`src/hw/rtl/dte_pkg.sv`:
```
// shared types and constants of the dependency transition engine
package dte_pkg;

  localparam int MAX_WORDS_DEF = 255;
  localparam int LABEL_COUNT   = 64;

  typedef enum logic [2:0] {
    OP_START      = 3'd0,
    OP_SHIFT      = 3'd1,
    OP_LEFT_ARC   = 3'd2,
    OP_RIGHT_ARC  = 3'd3,
    OP_SWAP       = 3'd4,
    OP_LEFT_ARC2  = 3'd5,
    OP_RIGHT_ARC2 = 3'd6
  } dte_op_t;

  typedef enum logic [2:0] {
    CELL_HOLD = 3'd0,
    CELL_PUSH = 3'd1,
    CELL_POP1 = 3'd2,
    CELL_POP2 = 3'd3,
    CELL_LOAD = 3'd4
  } cell_op_t;

  // cells with an index below keep hold, the rest follow op
  typedef struct packed {
    cell_op_t   op;
    logic [1:0] keep;
  } cell_cmd_t;

  typedef struct packed {
    logic [2:0] op;
    logic [5:0] arc_label;
    logic [7:0] word_count;
  } in_word_t;

  typedef struct packed {
    logic       accepted;
    logic       arc_made;
    logic [7:0] child_node;
    logic [7:0] parent_node;
    logic [5:0] label_out;
    logic [8:0] stack_depth;
    logic [8:0] pending_words;
  } out_word_t;

endpackage

```
`src/hw/rtl/dte_cell.sv`:
```
// one storage cell of the stack or buffer row
module dte_cell import dte_pkg::*; #(
  parameter int unsigned IDX = 0
) (
  input  logic       clk,
  input  cell_cmd_t  cmd,
  input  logic [7:0] ld_val,
  input  logic [7:0] up_val,
  input  logic [7:0] dn1_val,
  input  logic [7:0] dn2_val,
  output logic [7:0] val_r
);

  // only the three top cells can be told to hold by keep
  localparam logic [1:0] IDX2 = (IDX < 3) ? IDX[1:0] : 2'd3;

  logic [7:0] val_nxt;

  always_comb begin
    val_nxt = val_r;
    if (IDX2 >= cmd.keep) begin
      case (cmd.op)
        CELL_HOLD: val_nxt = val_r;
        CELL_PUSH: val_nxt = up_val;
        CELL_POP1: val_nxt = dn1_val;
        CELL_POP2: val_nxt = dn2_val;
        CELL_LOAD: val_nxt = ld_val;
        default:   val_nxt = val_r;
      endcase
    end
  end

  always_ff @(posedge clk) begin
    val_r <= val_nxt;
  end

endmodule

```
`config.mk`:
```
export PLATFORM = sky130hd
export DESIGN_NAME = dte_cell
export DESIGN_NICKNAME = d
export VERILOG_FILES = /design/src/hw/rtl/dte_pkg.sv /design/src/hw/rtl/dte_cell.sv
export SDC_FILE = /design/constraint.sdc
export NUM_CORES = 1
export LEC_CHECK = 0
export BUFFER_PORTS_ARGS = -buffer_cell sky130_fd_sc_hd__buf_2
export CORE_MARGIN = 3
export CORE_UTILIZATION = 32
export CTS_CLUSTER_SIZE = 14
export DETAILED_ROUTE_END_ITERATION = 10
export PLACE_DENSITY = 0.73
export SLEW_MARGIN = 15
export SYNTH_ARGS = -nofsm -noshare
export SYNTH_HDL_FRONTEND = slang
export SYNTH_SLANG_ARGS = --single-unit
export TNS_END_PERCENT = 1
```
`constraint.sdc`:
```
create_clock -name clk -period 1.6 [get_ports clk]
set_input_delay 0.24 -clock clk [delete_from_list [all_inputs] [get_ports clk]]
set_output_delay 0.24 -clock clk [all_outputs]
set_load 0.01 [all_outputs]
```
---- After elaboration in Yosys (flattened, before gate mapping) ----
Cells that the tools add are included.
word-level totals
  bits in registers ....................... 8
  logic and storage cells ................. 9
  output and inout bits ................... 8
  input port bits ......................... 38
cells by class
  magnitude comparators ................... 1
  mux-type cells .......................... 1
  eq/ne operators ......................... 4
  reduce and logical (&&, ||, !) cells .... 2
operators by type and width
  operator                                             count
  case mux 8 bit (4 select lines)                      1
  == test 3 x 2 -> 1 bit (second input constant)       2
  nonzero test 4 bit                                   1
  == test 3 x 1 -> 1 bit (second input constant)       1
  == test 3 bit (second input constant)                1
  >= comparator 1 x 2 -> 1 bit (first input constant)  1
  AND reduction 2 bit                                  1

---- Logic depth before layout (Yosys ltp) ----
  word-level depth ........................ 3
  depth in mapped cells ................... 4
  gate-level depth less buffers ........... 3

---- Least setup slack after synthesis ----
OpenSTA, ideal clock, no wires.
  path kind ............................... input to register
  from .................................... input cmd[2] (netlist bit)
  to ...................................... register val_r[0], enable pin
  arrival time ............................ 1.204 ns
  setup slack ............................. 0.012 ns
  library setup time ...................... 0.383 ns
  stages on the path ...................... 4
  path buffers ............................ 1
  required time ........................... 1.217 ns
  cell sequence ........................... buf_2 nor2_1 xor2_1 nor3_1
between the ends
  cells in the longest elaborated chain, start to end .. 3
  elaborated cells on any way between the ends .. 6
  those cells by class .................... 4 x eq/ne; 2 x reduce/logical
ends and longest elaborated chain
  item                                   line            source
  start, declared                        dte_cell.sv:6   input cell_cmd_t cmd,
  == test 3 bit (tied with other cells)  dte_cell.sv:22  case (cmd.op)
  nonzero test 4 bit (no line) *         n/a
  AND reduction 2 bit (no line) *        n/a
  end signal, assigned                   dte_cell.sv:34  val_r <= val_nxt;
  end, declared                          dte_cell.sv:11  output logic [7:0] val_r
Every way passes the cells marked *; elsewhere a longest branch is shown, timed or not.
A chain may end at the register's enable or synchronous reset.

---- Worst setup path after layout ----
  from .................................... input cmd[4] (netlist bit)
  to ...................................... register val_r[7], data pin
between the ends
  cells in the longest elaborated chain, start to end .. 2
  elaborated cells on any way between the ends .. 5
  those cells by class .................... 4 x eq/ne; 1 x mux
ends and longest elaborated chain
  item                                   line
  == test 3 bit (tied with other cells)  dte_cell.sv:22
  case mux 8 bit (4 select lines) *      dte_cell.sv:22
Marked as above.

==> implementation parameters <==
Parameter                              Value

Outcome
  Run status    finished, final reports clean

Finish
  Post-synthesis to final-layout area growth    49.6%
  Register with the most flip-flops    val_r
  Net count, final    129
  Commonest non-fill, non-tap cells in the layout    45 x buf_2, 8 x o22a_1, 8 x or3_1, 8 x o221a_1, 8 x edfxtp_1
  Registers with the most flip-flops    val_r: 8 flops
  Max FFs per register    8
  Fraction of final layout cells sized beyond drive strength 1    57.3%
  Final instance area    781 sq um
  Number of antenna cells inserted    0
  Fill cell instance count of the final layout    136
  Commonest non-fill, non-tap cell in the layout    buf_2

Synthesis
  Post-Synth Simple-Gate Area    18.7%
  Synthesized flop and latch total    8
  Number of standard cells after synthesis    43
  Post-synthesis xor/xnor area fraction    1.68%
  Number of distinct library cell variants in the gate-level netlist after synthesis    13
  Compound-Gate Fraction of Synth Area    30.7%
  Cell area after technology mapping    522 sq um
  Combinational family with the most area after synthesis    compound AO/OA/AOI/OAI gates
  Mean cell area of the mapped netlist    12.1 sq um
  Post-Synth Adder-Cell Area    0%
  Warnings from Yosys    0
  Sequential element share of the synthesized area    46.0%
  Post-Synthesis Net Count    81
  Multiplexer area fraction after synthesis    0%

Clock tree
  Clock-pin transition on the worst setup and hold timing paths    50 ps
  Root Driver    clkbuf_4
  CTS tree    built
  Post-CTS repair timing setup buffer count    0
  Post-cts sizing count    0
  Maximum count of clock buffers along a single path    2
  Hold buffers post-CTS    0
  H-tree levels    1
  CTS sink cnt    8
  Number of clock buffers inserted by TritonCTS    3

Global routing
  Via count of the first global-routing pass    496
  GRT Resource Usage Total    12.3%
  Total congestion overflow after global routing    0
  Pin count of the biggest net entering global routing    12
  Wire length of the first global-routing pass    1.90 mm
  Initial antenna violation count    0

Floorplan
  Top Ports    46
  Height of the die    46.4 um
  Core region area    0.00142 sq mm
  Row cnt    13
  Die Width    46.4 um
  Starting Density    36.9%
  Die area    0.00215 sq mm

Power and ir drop
  Leakage power of the design    0.000347 uW
  Peak supply drop    0.247 mV
  P per Cell Area    689 mW/mm^2

STA
  Final hold violations    0
  Worst-margin pin slew    324 ps
  Final critical-path required period    1140 ps
  Worst path setup slack after routing    464 ps
  Period Utilization, post-route    71.0%
  Setup repair after global routing missed its margin    false
  Headroom to the max-slew limit    78.3%
  Final setup violation count    0
  Final count of pins violating max slew    0
  Setup TNS after final layout    0 ps
  Max frequency    880 MHz

Drt
  Detailed-route via count    537
  Detailed-routing iteration count for the pre-antenna-repair pass    4
  1st-iter DRT viols    6
  Routed Wire Length    1.29 mm
  Post-detailed-route count of antenna-violating nets    0
  Vias per std cell    5.16
  DRC viols    0
  Routed length per placed instance    12.4 um

Place
  HPWL Detailed    1.09 mm
  Placed cell areas    758 sq um
  Pre-CTS WS    201 ps
  Number of port buffers    45
  Final weighted congestion in routability-driven placement    0.784

Critical path
  Largest stage delay on the critical path    270 ps
  Data arrival time of the worst path    1130 ps
  Launching element type of the critical path    input pin
  Crit path cell chain    buf_2, nand2b_1, o22a_1, o221a_1
  Critical path endpoint category    flop
  Crit-path slowest cell    nand2b_1
  Required time worst endpoint    1590 ps
  Worst setup path class    in -> reg
  Total buffers and inverters traversed by the critical path    1
  Largest fanout on the critical path    8
  Family with the most delay on the worst path    compound AO/OA/AOI/OAI gates

Hold path
  Hold crit path type    in -> reg

Flow run
  Max cap viols    0
[path summary, 6_finish.rpt]
path  startpoint  endpoint  slack [ps]  cells past startpoint
max       cmd[4]  val_r[7]         460                      4
min   dn2_val[1]  val_r[1]         350                      2
[per-stage QoR]
step / util (%) / total power, uW / cells / hold slack, ps
floorplan: - / 331 / 43 / 505
global placement: 53.6 / 396 / 101 / 603
detailed placement: 53.6 / 398 / 101 / 602
CTS: 55.2 / 546 / 104 / 346
global route: 55.2 / 572 / 104 / 352
finish: 55.2 / 538 / 104 / 351
[where the power goes]
group	total (uW)	switching, uW	internal (uW)
clock network	145	59.5	85.2
logic	140	59.3	81.1
registers	252	2.40	250
total	538	121	416
[area by class of cell]
cell class	instances	area, sq um	share of cell area, %
Multi-Input combinational cell	32	267	34.1
Clock buffer	3	22.5	2.88
Timing Repair Buffer	46	233	29.8
Tap cell	15	18.8	2.40
Sequential cell	8	240	30.8
[cell usage after synthesis, drive strengths merged]
master	instances	area share (%)
clkbuf	1	0.96
nor3b	1	2.4
buf	2	1.9
edfxtp	8	46
o221a	8	17
xor2	1	1.7
nor2	1	0.72
nand2b	2	2.4
or3	8	9.6
nor3	1	0.96
nand2	1	0.72
and2b	1	1.9
o22a	8	13
[cells by family after synthesis]
| kind of cell | after synthesis |
|---|---|
| AOI/OAI and AO/OA | 16 |
| xor gates and xnor gates | 1 |
| buffers and inverters | 3 |
| DFF | 8 |
| and+or+nand+nor | 15 |
[routing by layer]
metal	GRT usage (%)	vias to the layer above	share of wire [%]
met5	0	-	0
met4	8.52	0	0
met3	1.56	0	14
met2	18.1	33	44
met1	16.4	227	42
li1	-	277	-
(Power assumes the default switching activity.)
